## src/hdl/tsrc_pkg.sv

```systemverilog
// Shared types, codes and reset values for the timestamp rate calibrator.
package tsrc_pkg;

  // Fixed field widths
  localparam int FIELD_W    = 64;
  localparam int REQ_W      = 2;
  localparam int WIN_W      = 10;
  localparam int SAMP_W     = 16;
  localparam int CNT_W      = 32;
  localparam int ATT_W      = 2;
  localparam int CFG_IDX_W  = 2;
  localparam int CFG_DATA_W = 16;

  // Defaults for the top-level parameters
  localparam int STAMP_W_DEF  = 64;
  localparam int ATTEMPTS_DEF = 3;

  // Spike check factor and the first attempt that may fall back
  localparam logic [3:0]       SPIKE_FACTOR     = 4'd10;
  localparam logic [ATT_W-1:0] FALLBACK_ATTEMPT = 2'd2;

  // Configuration reset values
  localparam logic [WIN_W-1:0]  WINDOW_MS_RST         = 10'd10;
  localparam logic [SAMP_W-1:0] MIN_SAMPLES_RST       = 16'd1000;
  localparam logic [WIN_W-1:0]  RETRY_WINDOW_MS_RST   = 10'd100;
  localparam logic [SAMP_W-1:0] RETRY_MIN_SAMPLES_RST = 16'd10000;

  typedef enum logic [REQ_W-1:0] {
    REQ_START      = 2'd0,
    REQ_SAMPLE     = 2'd1,
    REQ_WINDOW_END = 2'd2
  } req_t;

  typedef enum logic [CFG_IDX_W-1:0] {
    CFG_WINDOW_MS         = 2'd0,
    CFG_MIN_SAMPLES       = 2'd1,
    CFG_RETRY_WINDOW_MS   = 2'd2,
    CFG_RETRY_MIN_SAMPLES = 2'd3
  } cfg_idx_t;

  typedef enum logic [1:0] {
    ST_IDLE  = 2'd0,
    ST_CHECK = 2'd1,
    ST_DIV   = 2'd2,
    ST_DONE  = 2'd3
  } state_t;

endpackage

```

## src/hdl/tsrc_div.sv

```systemverilog
// Bit-serial restoring divider: one quotient bit per cycle.
module tsrc_div #(
  parameter int STAMP_WIDTH = tsrc_pkg::STAMP_W_DEF
) (
  input  logic                          clk,
  input  logic                          rst_n,
  input  logic                          start,
  input  logic [STAMP_WIDTH-1:0]        dividend,
  input  logic [tsrc_pkg::WIN_W-1:0]    divisor,
  output logic                          done,
  output logic [STAMP_WIDTH-1:0]        quotient
);
  import tsrc_pkg::*;

  localparam int STEP_W = $clog2(STAMP_WIDTH + 1);

  logic [STEP_W-1:0]      step_r;
  logic [WIN_W-1:0]       rem_r;
  logic [STAMP_WIDTH-1:0] quo_r;
  logic [WIN_W-1:0]       dsr_r;
  logic [WIN_W:0]         shifted;
  logic [WIN_W+1:0]       trial;
  logic                   borrow;

  // Shift in the next dividend bit and try a subtract
  assign shifted = {rem_r, quo_r[STAMP_WIDTH-1]};
  assign trial   = {1'b0, shifted} - {2'b00, dsr_r};
  assign borrow  = trial[WIN_W+1];

  // Last iteration completes on this edge
  assign done     = (step_r == STEP_W'(1));
  assign quotient = quo_r;

  // Count steps
  always_ff @(posedge clk) begin
    if (!rst_n) begin
      step_r <= '0;
    end else if (start) begin
      step_r <= STEP_W'(STAMP_WIDTH);
    end else if (step_r != '0) begin
      step_r <= step_r - 1'b1;
    end
  end

  // Advance remainder and quotient
  always_ff @(posedge clk) begin
    if (start) begin
      rem_r <= '0;
      quo_r <= dividend;
      dsr_r <= divisor;
    end else if (step_r != '0) begin
      rem_r <= borrow ? shifted[WIN_W-1:0] : trial[WIN_W-1:0];
      quo_r <= {quo_r[STAMP_WIDTH-2:0], ~borrow};
    end
  end

endmodule

```

## src/hdl/timestamp_rate_calibrator_unit.sv

```systemverilog
// Top level of the timestamp rate calibrator.
// Start and sample items may follow back to back.
// A window end passes to its result through a check state, the bit-serial divider and
// a done state that loads the output register once it is free.
// Input stalls while a window end is in progress; the output register holds a result
// until it is taken. Synchronous active-low reset restores configuration defaults
// and leaves the block unarmed at attempt zero.
module timestamp_rate_calibrator_unit #(
  parameter int STAMP_WIDTH = tsrc_pkg::STAMP_W_DEF,
  parameter int ATTEMPTS    = tsrc_pkg::ATTEMPTS_DEF
) (
  input  logic                               clk,
  input  logic                               rst_n,
  // configuration
  input  logic                               cfg_wr_en,
  input  logic [tsrc_pkg::CFG_IDX_W-1:0]     cfg_index,
  input  logic [tsrc_pkg::CFG_DATA_W-1:0]    cfg_data,
  // input channel
  input  logic                               in_valid,
  output logic                               in_stall,
  input  logic [tsrc_pkg::REQ_W-1:0]         in_req_type,
  input  logic [tsrc_pkg::FIELD_W-1:0]       in_stamp,
  // result channel
  output logic                               out_valid,
  input  logic                               out_stall,
  output logic [tsrc_pkg::FIELD_W-1:0]       out_ticks_per_ms,
  output logic                               out_attempt_ok,
  output logic [tsrc_pkg::FIELD_W-1:0]       out_best_ticks_per_ms,
  output logic [tsrc_pkg::ATT_W-1:0]         out_attempt_index,
  output logic                               out_all_done
);
  import tsrc_pkg::*;

  localparam int PROD_W = STAMP_WIDTH + 4;
  localparam logic [ATT_W-1:0] LAST_ATTEMPT = ATT_W'(ATTEMPTS - 1);

  // configuration registers
  logic [WIN_W-1:0]  window_ms_r;
  logic [SAMP_W-1:0] min_samples_r;
  logic [WIN_W-1:0]  retry_window_ms_r;
  logic [SAMP_W-1:0] retry_min_samples_r;

  // attempt state
  logic [STAMP_WIDTH-1:0] first_stamp_r;
  logic [STAMP_WIDTH-1:0] last_stamp_r;
  logic [STAMP_WIDTH-1:0] min_gap_r;
  logic [STAMP_WIDTH-1:0] max_gap_r;
  logic [STAMP_WIDTH-1:0] gap_r;
  logic                   gap_vld_r;
  logic [CNT_W-1:0]       count_r;
  logic [ATT_W-1:0]       attempt_r;
  logic [FIELD_W-1:0]     best_r;
  logic                   armed_r;

  // window-end working registers
  logic [WIN_W-1:0]  win_r;
  logic [SAMP_W-1:0] floor_r;
  logic              ok_r;

  // result register
  logic                 out_valid_r;
  logic [FIELD_W-1:0]   out_ticks_r;
  logic                 out_ok_r;
  logic [FIELD_W-1:0]   out_best_r;
  logic [ATT_W-1:0]     out_index_r;
  logic                 out_done_r;

  state_t state_r, state_nxt;

  logic                   in_xfer;
  logic                   out_xfer;
  logic                   is_start;
  logic                   is_sample;
  logic                   is_end;
  logic [STAMP_WIDTH-1:0] stamp;
  logic                   fallback;
  logic [WIN_W-1:0]       win_sel;
  logic [PROD_W-1:0]      spike_limit;
  logic                   spike;
  logic                   ok_now;
  logic [STAMP_WIDTH-1:0] elapsed;
  logic                   div_start;
  logic                   div_done;
  logic [STAMP_WIDTH-1:0] div_q;
  logic                   load_out;
  logic [FIELD_W-1:0]     rate;
  logic [FIELD_W-1:0]     best_nxt;
  logic                   last_att;

  // Decode the accepted transfer
  assign in_xfer   = in_valid && !in_stall;
  assign out_xfer  = out_valid_r && !out_stall;
  assign stamp     = in_stamp[STAMP_WIDTH-1:0];
  assign is_start  = in_xfer && (in_req_type == REQ_START);
  assign is_sample = in_xfer && (in_req_type == REQ_SAMPLE) && armed_r;
  assign is_end    = in_xfer && (in_req_type == REQ_WINDOW_END) && armed_r;

  // Pick window and sample floor for this attempt
  assign fallback = (attempt_r >= FALLBACK_ATTEMPT) && (best_r == '1);
  assign win_sel  = fallback ? retry_window_ms_r : window_ms_r;

  // Check sample floor and gap spikes
  assign spike_limit = PROD_W'(min_gap_r) * PROD_W'(SPIKE_FACTOR);
  assign spike       = PROD_W'(max_gap_r) > spike_limit;
  assign ok_now      = !((count_r < CNT_W'(floor_r)) || spike);
  assign elapsed     = last_stamp_r - first_stamp_r;

  // Final rate and running minimum
  assign rate     = ok_r ? FIELD_W'(div_q) : '1;
  assign best_nxt = (rate < best_r) ? rate : best_r;
  assign last_att = (attempt_r == LAST_ATTEMPT);

  tsrc_div #(
    .STAMP_WIDTH (STAMP_WIDTH)
  ) u_div (
    .clk      (clk),
    .rst_n    (rst_n),
    .start    (div_start),
    .dividend (elapsed),
    .divisor  (win_r),
    .done     (div_done),
    .quotient (div_q)
  );

  // Hold the state register
  always_ff @(posedge clk) begin
    if (!rst_n) begin
      state_r <= ST_IDLE;
    end else begin
      state_r <= state_nxt;
    end
  end

  // Next state and sequencing strobes
  always_comb begin
    state_nxt = state_r;
    in_stall  = 1'b1;
    div_start = 1'b0;
    load_out  = 1'b0;
    case (state_r)
      ST_IDLE: begin
        in_stall = 1'b0;
        if (is_end) begin
          state_nxt = ST_CHECK;
        end
      end
      ST_CHECK: begin
        div_start = 1'b1;
        state_nxt = ST_DIV;
      end
      ST_DIV: begin
        if (div_done) begin
          state_nxt = ST_DONE;
        end
      end
      ST_DONE: begin
        if (!out_valid_r || !out_stall) begin
          load_out  = 1'b1;
          state_nxt = ST_IDLE;
        end
      end
      default: begin
        state_nxt = ST_IDLE;
      end
    endcase
  end

  // Write configuration registers
  always_ff @(posedge clk) begin
    if (!rst_n) begin
      window_ms_r         <= WINDOW_MS_RST;
      min_samples_r       <= MIN_SAMPLES_RST;
      retry_window_ms_r   <= RETRY_WINDOW_MS_RST;
      retry_min_samples_r <= RETRY_MIN_SAMPLES_RST;
    end else if (cfg_wr_en) begin
      case (cfg_idx_t'(cfg_index))
        CFG_WINDOW_MS:         window_ms_r         <= cfg_data[WIN_W-1:0];
        CFG_MIN_SAMPLES:       min_samples_r       <= cfg_data[SAMP_W-1:0];
        CFG_RETRY_WINDOW_MS:   retry_window_ms_r   <= cfg_data[WIN_W-1:0];
        CFG_RETRY_MIN_SAMPLES: retry_min_samples_r <= cfg_data[SAMP_W-1:0];
        default: ;
      endcase
    end
  end

  // Track attempt control state
  always_ff @(posedge clk) begin
    if (!rst_n) begin
      armed_r   <= 1'b0;
      attempt_r <= '0;
      best_r    <= '1;
      count_r   <= '0;
      gap_vld_r <= 1'b0;
      min_gap_r <= '1;
      max_gap_r <= '0;
    end else begin
      gap_vld_r <= is_sample;
      // fold the registered gap into the extremes
      if (gap_vld_r) begin
        if (gap_r < min_gap_r) min_gap_r <= gap_r;
        if (gap_r > max_gap_r) max_gap_r <= gap_r;
      end
      if (is_sample && (count_r != '1)) begin
        count_r <= count_r + 1'b1;
      end
      // a start discards any running attempt, including a gap in flight
      if (is_start) begin
        if (attempt_r == '0) best_r <= '1;
        count_r   <= '0;
        min_gap_r <= '1;
        max_gap_r <= '0;
        gap_vld_r <= 1'b0;
        armed_r   <= 1'b1;
      end
      if (load_out) begin
        best_r    <= best_nxt;
        attempt_r <= last_att ? '0 : attempt_r + 1'b1;
        armed_r   <= 1'b0;
      end
    end
  end

  // Capture stamps and gaps
  always_ff @(posedge clk) begin
    if (is_start) begin
      first_stamp_r <= stamp;
      last_stamp_r  <= stamp;
    end else if (is_sample) begin
      last_stamp_r <= stamp;
      gap_r        <= stamp - last_stamp_r;
    end
  end

  // Latch window parameters at window end, verdict in the check cycle
  always_ff @(posedge clk) begin
    if (is_end) begin
      win_r   <= (win_sel == '0) ? WIN_W'(1) : win_sel;
      floor_r <= fallback ? retry_min_samples_r : min_samples_r;
    end
    if (state_r == ST_CHECK) begin
      ok_r <= ok_now;
    end
  end

  // Hold the result until it is taken
  always_ff @(posedge clk) begin
    if (!rst_n) begin
      out_valid_r <= 1'b0;
    end else if (load_out) begin
      out_valid_r <= 1'b1;
    end else if (out_xfer) begin
      out_valid_r <= 1'b0;
    end
  end

  always_ff @(posedge clk) begin
    if (load_out) begin
      out_ticks_r <= rate;
      out_ok_r    <= ok_r;
      out_best_r  <= best_nxt;
      out_index_r <= attempt_r;
      out_done_r  <= last_att;
    end
  end

  assign out_valid             = out_valid_r;
  assign out_ticks_per_ms      = out_ticks_r;
  assign out_attempt_ok        = out_ok_r;
  assign out_best_ticks_per_ms = out_best_r;
  assign out_attempt_index     = out_index_r;
  assign out_all_done          = out_done_r;

  // A result appears only after the final sequencing cycle
  a_result_from_done: assert property (@(posedge clk) disable iff (!rst_n)
    $rose(out_valid_r) |-> $past(state_r == ST_DONE))
    else $error("result raised outside the final cycle");

  // Divider finishes only while the sequencer waits on it
  a_div_done_in_div: assert property (@(posedge clk) disable iff (!rst_n)
    div_done |-> (state_r == ST_DIV))
    else $error("divider finished outside the divide phase");

  // The finishing flag marks the last attempt only
  a_done_is_last: assert property (@(posedge clk) disable iff (!rst_n)
    (out_valid_r && out_done_r) |-> (out_index_r == LAST_ATTEMPT))
    else $error("calibration finished on the wrong attempt");

  // The attempt counter never passes the last attempt
  a_attempt_range: assert property (@(posedge clk) disable iff (!rst_n)
    attempt_r <= LAST_ATTEMPT)
    else $error("attempt counter out of range");

  // The running best never exceeds this attempt's rate
  a_best_le_rate: assert property (@(posedge clk) disable iff (!rst_n)
    out_valid_r |-> (out_best_r <= out_ticks_r))
    else $error("best rate above attempt rate");

endmodule
```

## config.mk

```make
export PLATFORM = sky130hd
export DESIGN_NAME = timestamp_rate_calibrator_unit
export DESIGN_NICKNAME = d
export VERILOG_FILES = /design/src/hdl/tsrc_pkg.sv /design/src/hdl/tsrc_div.sv /design/src/hdl/timestamp_rate_calibrator_unit.sv
export SDC_FILE = /design/constraint.sdc
export NUM_CORES = 2
export LEC_CHECK = 0
export BUFFER_PORTS_ARGS = -buffer_cell sky130_fd_sc_hd__buf_2
export CELL_PAD_IN_SITES_DETAIL_PLACEMENT = 0
export CELL_PAD_IN_SITES_GLOBAL_PLACEMENT = 1
export CORE_MARGIN = 2
export CORE_UTILIZATION = 50
export CTS_CLUSTER_SIZE = 24
export DETAILED_ROUTE_END_ITERATION = 10
export PLACE_DENSITY = 0.9
export SETUP_SLACK_MARGIN = 0.4
export SYNTH_ARGS = -nofsm -noshare
export SYNTH_HDL_FRONTEND = slang
export SYNTH_SLANG_ARGS = --single-unit
export TNS_END_PERCENT = 100
```

## constraint.sdc

```tcl
create_clock -name clk -period 16.3 [get_ports clk]
set_input_delay 2.445 -clock clk [delete_from_list [all_inputs] [get_ports clk]]
set_output_delay 2.445 -clock clk [all_outputs]
set_load 0.02 [all_outputs]
```

==> results.md <==
* Number of synthesis warnings at 0
* Post-route setup TNS at 0 ns
* Worst Setup SP: min_gap_r[3]
* Cts bufs inserted at about 80
* Row count at 110
* Relative slew margins at 0.1034
* Post-CTS setup buffers at 0
* Num ports at 223
* Initial DRC count at 2271
* CTS H-tree lvls at 3
* Clk sinks at roughly 730
* Cts hold-fix bufs at 0
* Final hold vios at 0
* Fin crit share at 0.3892
* Global Route Usage Sum at 0.2318
* Leak Pwr at 22.34 nW
* Combinational Power Share at 0.288
* Delay-heaviest family, CP: compound AO/OA/AOI/OAI gates
* Mapped Cells at 4551
* Clock-pin slew on the worst setup and hold paths at 0.06 ns
* Buf+Inv Stages, Crit Path at 1
* Post-place instance area at 47160 um2
* Total power at 0.005782 W
* Status: completed
* Setup crit end kind: register
* First-pass GRT wire length at between 150 and 200 mm
* DIE AREA at 92530 um2
* Peak VDD IR at about 0.00013 V
* Core Util, Final at 0.5555
* Initial antenna violation count at 38
* Design area at 49780 um2
* Slew of the pin with the lowest slew margin at between 1 and 1.5 ns
* Max-Cap Viols at 0
* Distinct cells, synth at about 100
* Reported net switching power at approximately 0.0018 W
* Critical Path AT at 6.73 ns
* Hold crit path type: reg2reg
* Layout cell share with drive strength beyond 1 at 0.1203
* Post-synth EDFFs at about 430
* #FFs+latches synth at 725
* Vias at 34038
* CP max stage delay at approximately 0.42 ns
* Post-synthesis cell area at 45060 um2
* Minimum clock period at 6.344 ns
* Core Box Area at approximately 90000 um2
* Main synth FF type: edfxtp_1
* Clock power frac at 0.312
* Overflow after GRT at 0
* Post-cts gate resize count at 0
* Max FO, Critical Path at 3
* CTS max path bufs at 3
* RSZ-0062 raised after global routing: false
* Vias in the first global route at about 33000
* Layout area overhead at 10.47%
* F_max at 157.6 MHz
* Avg Inst Size Synth at 9.900 um2
* Seq pwr share at 0.400
* Pwr Density at 116.2 nW/um2
* Total routed wirelength at 110.2 mm
* Worst path required time at 16.68 ns
* CP Class: reg2reg
* DP HPWL at about 84 mm
* IO buf count at 222
* Internal at 0.003949 W
* Die width at 304.2 um
* Vias/cell at 5.714
* Final ANT Viol Nets at 0
* Root buffer cell: clkbuf_16
* CTS tree: done
* Hold Path Origin: win_r[5]
* Largest net degree at the start of global routing at 97
* Post-DR wirelength/cell at 18.50 um
* Asr flop ratio synth at 0
* Mapped Nets at ~5200
* Sequential area share after synthesis at 0.4166
* Highest-delay cell along the critical path: o31ai_1
* Sw frac at 0.3170
* Worst R2R Start: min_gap_r[3]
* Die Ht at roughly 300 um
* DR pass1 iterations at 6
* CP Launch Type: register
* Final nets at around 5300
* Final Max Tran Viols at 0
* Clk Latency, worst-skew pair at between 0.6 and 0.7 ns
* Routability Congestion at 0.9365
* Fin Clk Skew at ~0.028 ns
* Final setup viols at 0
* DRC at 0
* Initial core utilization at 0.5029
* Hold Worst Slack at around 0.42 ns
==> state kept, by name, summed over array words and instances (netlist names), 2 cells and up <==
name and cells:
u_div.rem_r 10, window_ms_r 10, count_r 32, retry_window_ms_r 10, best_r 64, attempt_r 2
out_ticks_per_ms 64, u_div.dsr_r 10, out_best_ticks_per_ms 64, floor_r 16, first_stamp_r 64, max_gap_r 64
out_attempt_index 2, last_stamp_r 64, retry_min_samples_r 16, u_div.quotient 64, u_div.step_r 7, win_r 10
state_r 2, min_gap_r 64, gap_r 64, min_samples_r 16
==> power by group through the flow <==
stage / clock, W / combinational (W) / sequential [W]
floorplan: 0 / 0.00126 / 0.00234
global route: 0.00190 / 0.00185 / 0.00233
global placement: 0 / 0.00162 / 0.00235
detailed placement: 0 / 0.00165 / 0.00235
CTS: 0.00183 / 0.00167 / 0.00232
finish: 0.00180 / 0.00167 / 0.00231
==> worst reg2reg max path, stage by stage (launching register included) <==
cell      delay [ns]
dfxtp_1         0.33
ha_1            0.28
ha_1            0.19
inv_1           0.06
fa_1            0.39
nand2b_1        0.17
a21oi_1         0.28
o221ai_2        0.17
o21ai_1         0.24
nand3_1         0.11
o21ai_0         0.41
a31oi_1         0.21
o31ai_1         0.42
nor2b_1         0.26
a221oi_1        0.12
xor2_1          0.16
ha_1            0.29
nand4_1         0.11
nor2_1          0.13
nand2_1         0.08
o311ai_0        0.34
a21oi_1         0.09
o21ai_0         0.11
a21oi_1         0.06
or4_1           0.40
a311oi_1        0.23
o41ai_1         0.13
o31a_1          0.29
==> layer usage <==
layer / track usage / up-vias / part of all wire
met2: 0.3933 / 731 / 0.48
met4: 0.06572 / 48 / 0.026
met3: 0.06122 / 218 / 0.071
li1: - / 16900 / -
met5: 0 / - / 0.0027
met1: 0.2901 / 16141 / 0.42
==> final cells by class <==
type	count	area, um2
fillers	7840	39820
multi-input cells	3243	24090
flip-flops and latches	725	18770
clock buffers	100	2152
inverters	413	1553
well taps	1176	1471
repair buffers	244	1276
clock inverters	46	436.7
diodes	10	25.02
==> stage by stage <==
stage	instances	worst slack, ns
detailed placement	5801	10.05
finish	5957	9.956
floorplan	4551	7.372
global placement	5801	10.21
global route	5950	9.449
CTS	5947	10.01
==> cells by family after synthesis <==
kind of cell             Yosys count  share of synthesized area
adder cells (fa/ha/maj)          540                     0.1506
buffers and inverters            583                    0.05049
XOR/XNOR                         207                    0.04024
flip-flops                       725                     0.4166
multiplexers                     166                    0.04091
AO/OA/AOI/OAI                   1153                     0.1725
AND/OR/NAND/NOR                 1177                     0.1287
==> cell usage after synthesis (118+ instances only) <==
cell type / count / area (um2)
dfxtp_1: 300 / 6006
xnor2_1: 118 / 1033
edfxtp_1: 425 / 12760
o21ai_0: 206 / 1031
a21o_1: 219 / 1644
nand3_1: 149 / 745.7
nor2_1: 188 / 705.7
inv_1: 412 / 1546
nand2_1: 396 / 1486
clkbuf_1: 120 / 450.4
ha_1: 536 / 6706
mux2_2: 138 / 1554
a21oi_1: 279 / 1396
==> path summary, 6_finish.rpt <==
kind	endpoint	slack, ns	cells past startpoint
max	ok_r	9.96	27
min reg2reg	u_div.dsr_r[5]	0.42	0
max reg2reg	ok_r	9.96	27
min	u_div.dsr_r[5]	0.42	0
==> placed cells by master, fill, tap and decap left out, drive strengths merged, types with 16 or more instances in the layout <==
| cell | synthesis | layout |
|---|---|---|
| buf | 50 | 244 |
| a21oi | 282 | 282 |
| o211ai | 79 | 79 |
| xor2 | 89 | 89 |
| a31oi | 30 | 30 |
| nor4 | 25 | 25 |
| mux2 | 142 | 142 |
| nor2 | 189 | 189 |
| xnor2 | 118 | 118 |
| edfxtp | 425 | 425 |
| nand2 | 398 | 398 |
| a211oi | 35 | 35 |
| nor2b | 48 | 48 |
| dfxtp | 300 | 300 |
| nand3 | 149 | 149 |
| inv | 412 | 419 |
| clkinv | 1 | 34 |
| clkbuf | 120 | 100 |
| o21ai | 219 | 219 |
| o21bai | 40 | 40 |
| ha | 536 | 536 |
| a21boi | 39 | 39 |
| and2 | 17 | 17 |
| mux2i | 24 | 24 |
| o21a | 32 | 32 |
| nor3 | 48 | 48 |
| nand4 | 113 | 113 |
| o31ai | 25 | 25 |
| and3 | 16 | 16 |
| a21o | 219 | 219 |
| o22a | 64 | 64 |
| nand2b | 98 | 98 |
Note: power is estimated with default switching activity, not from simulation.
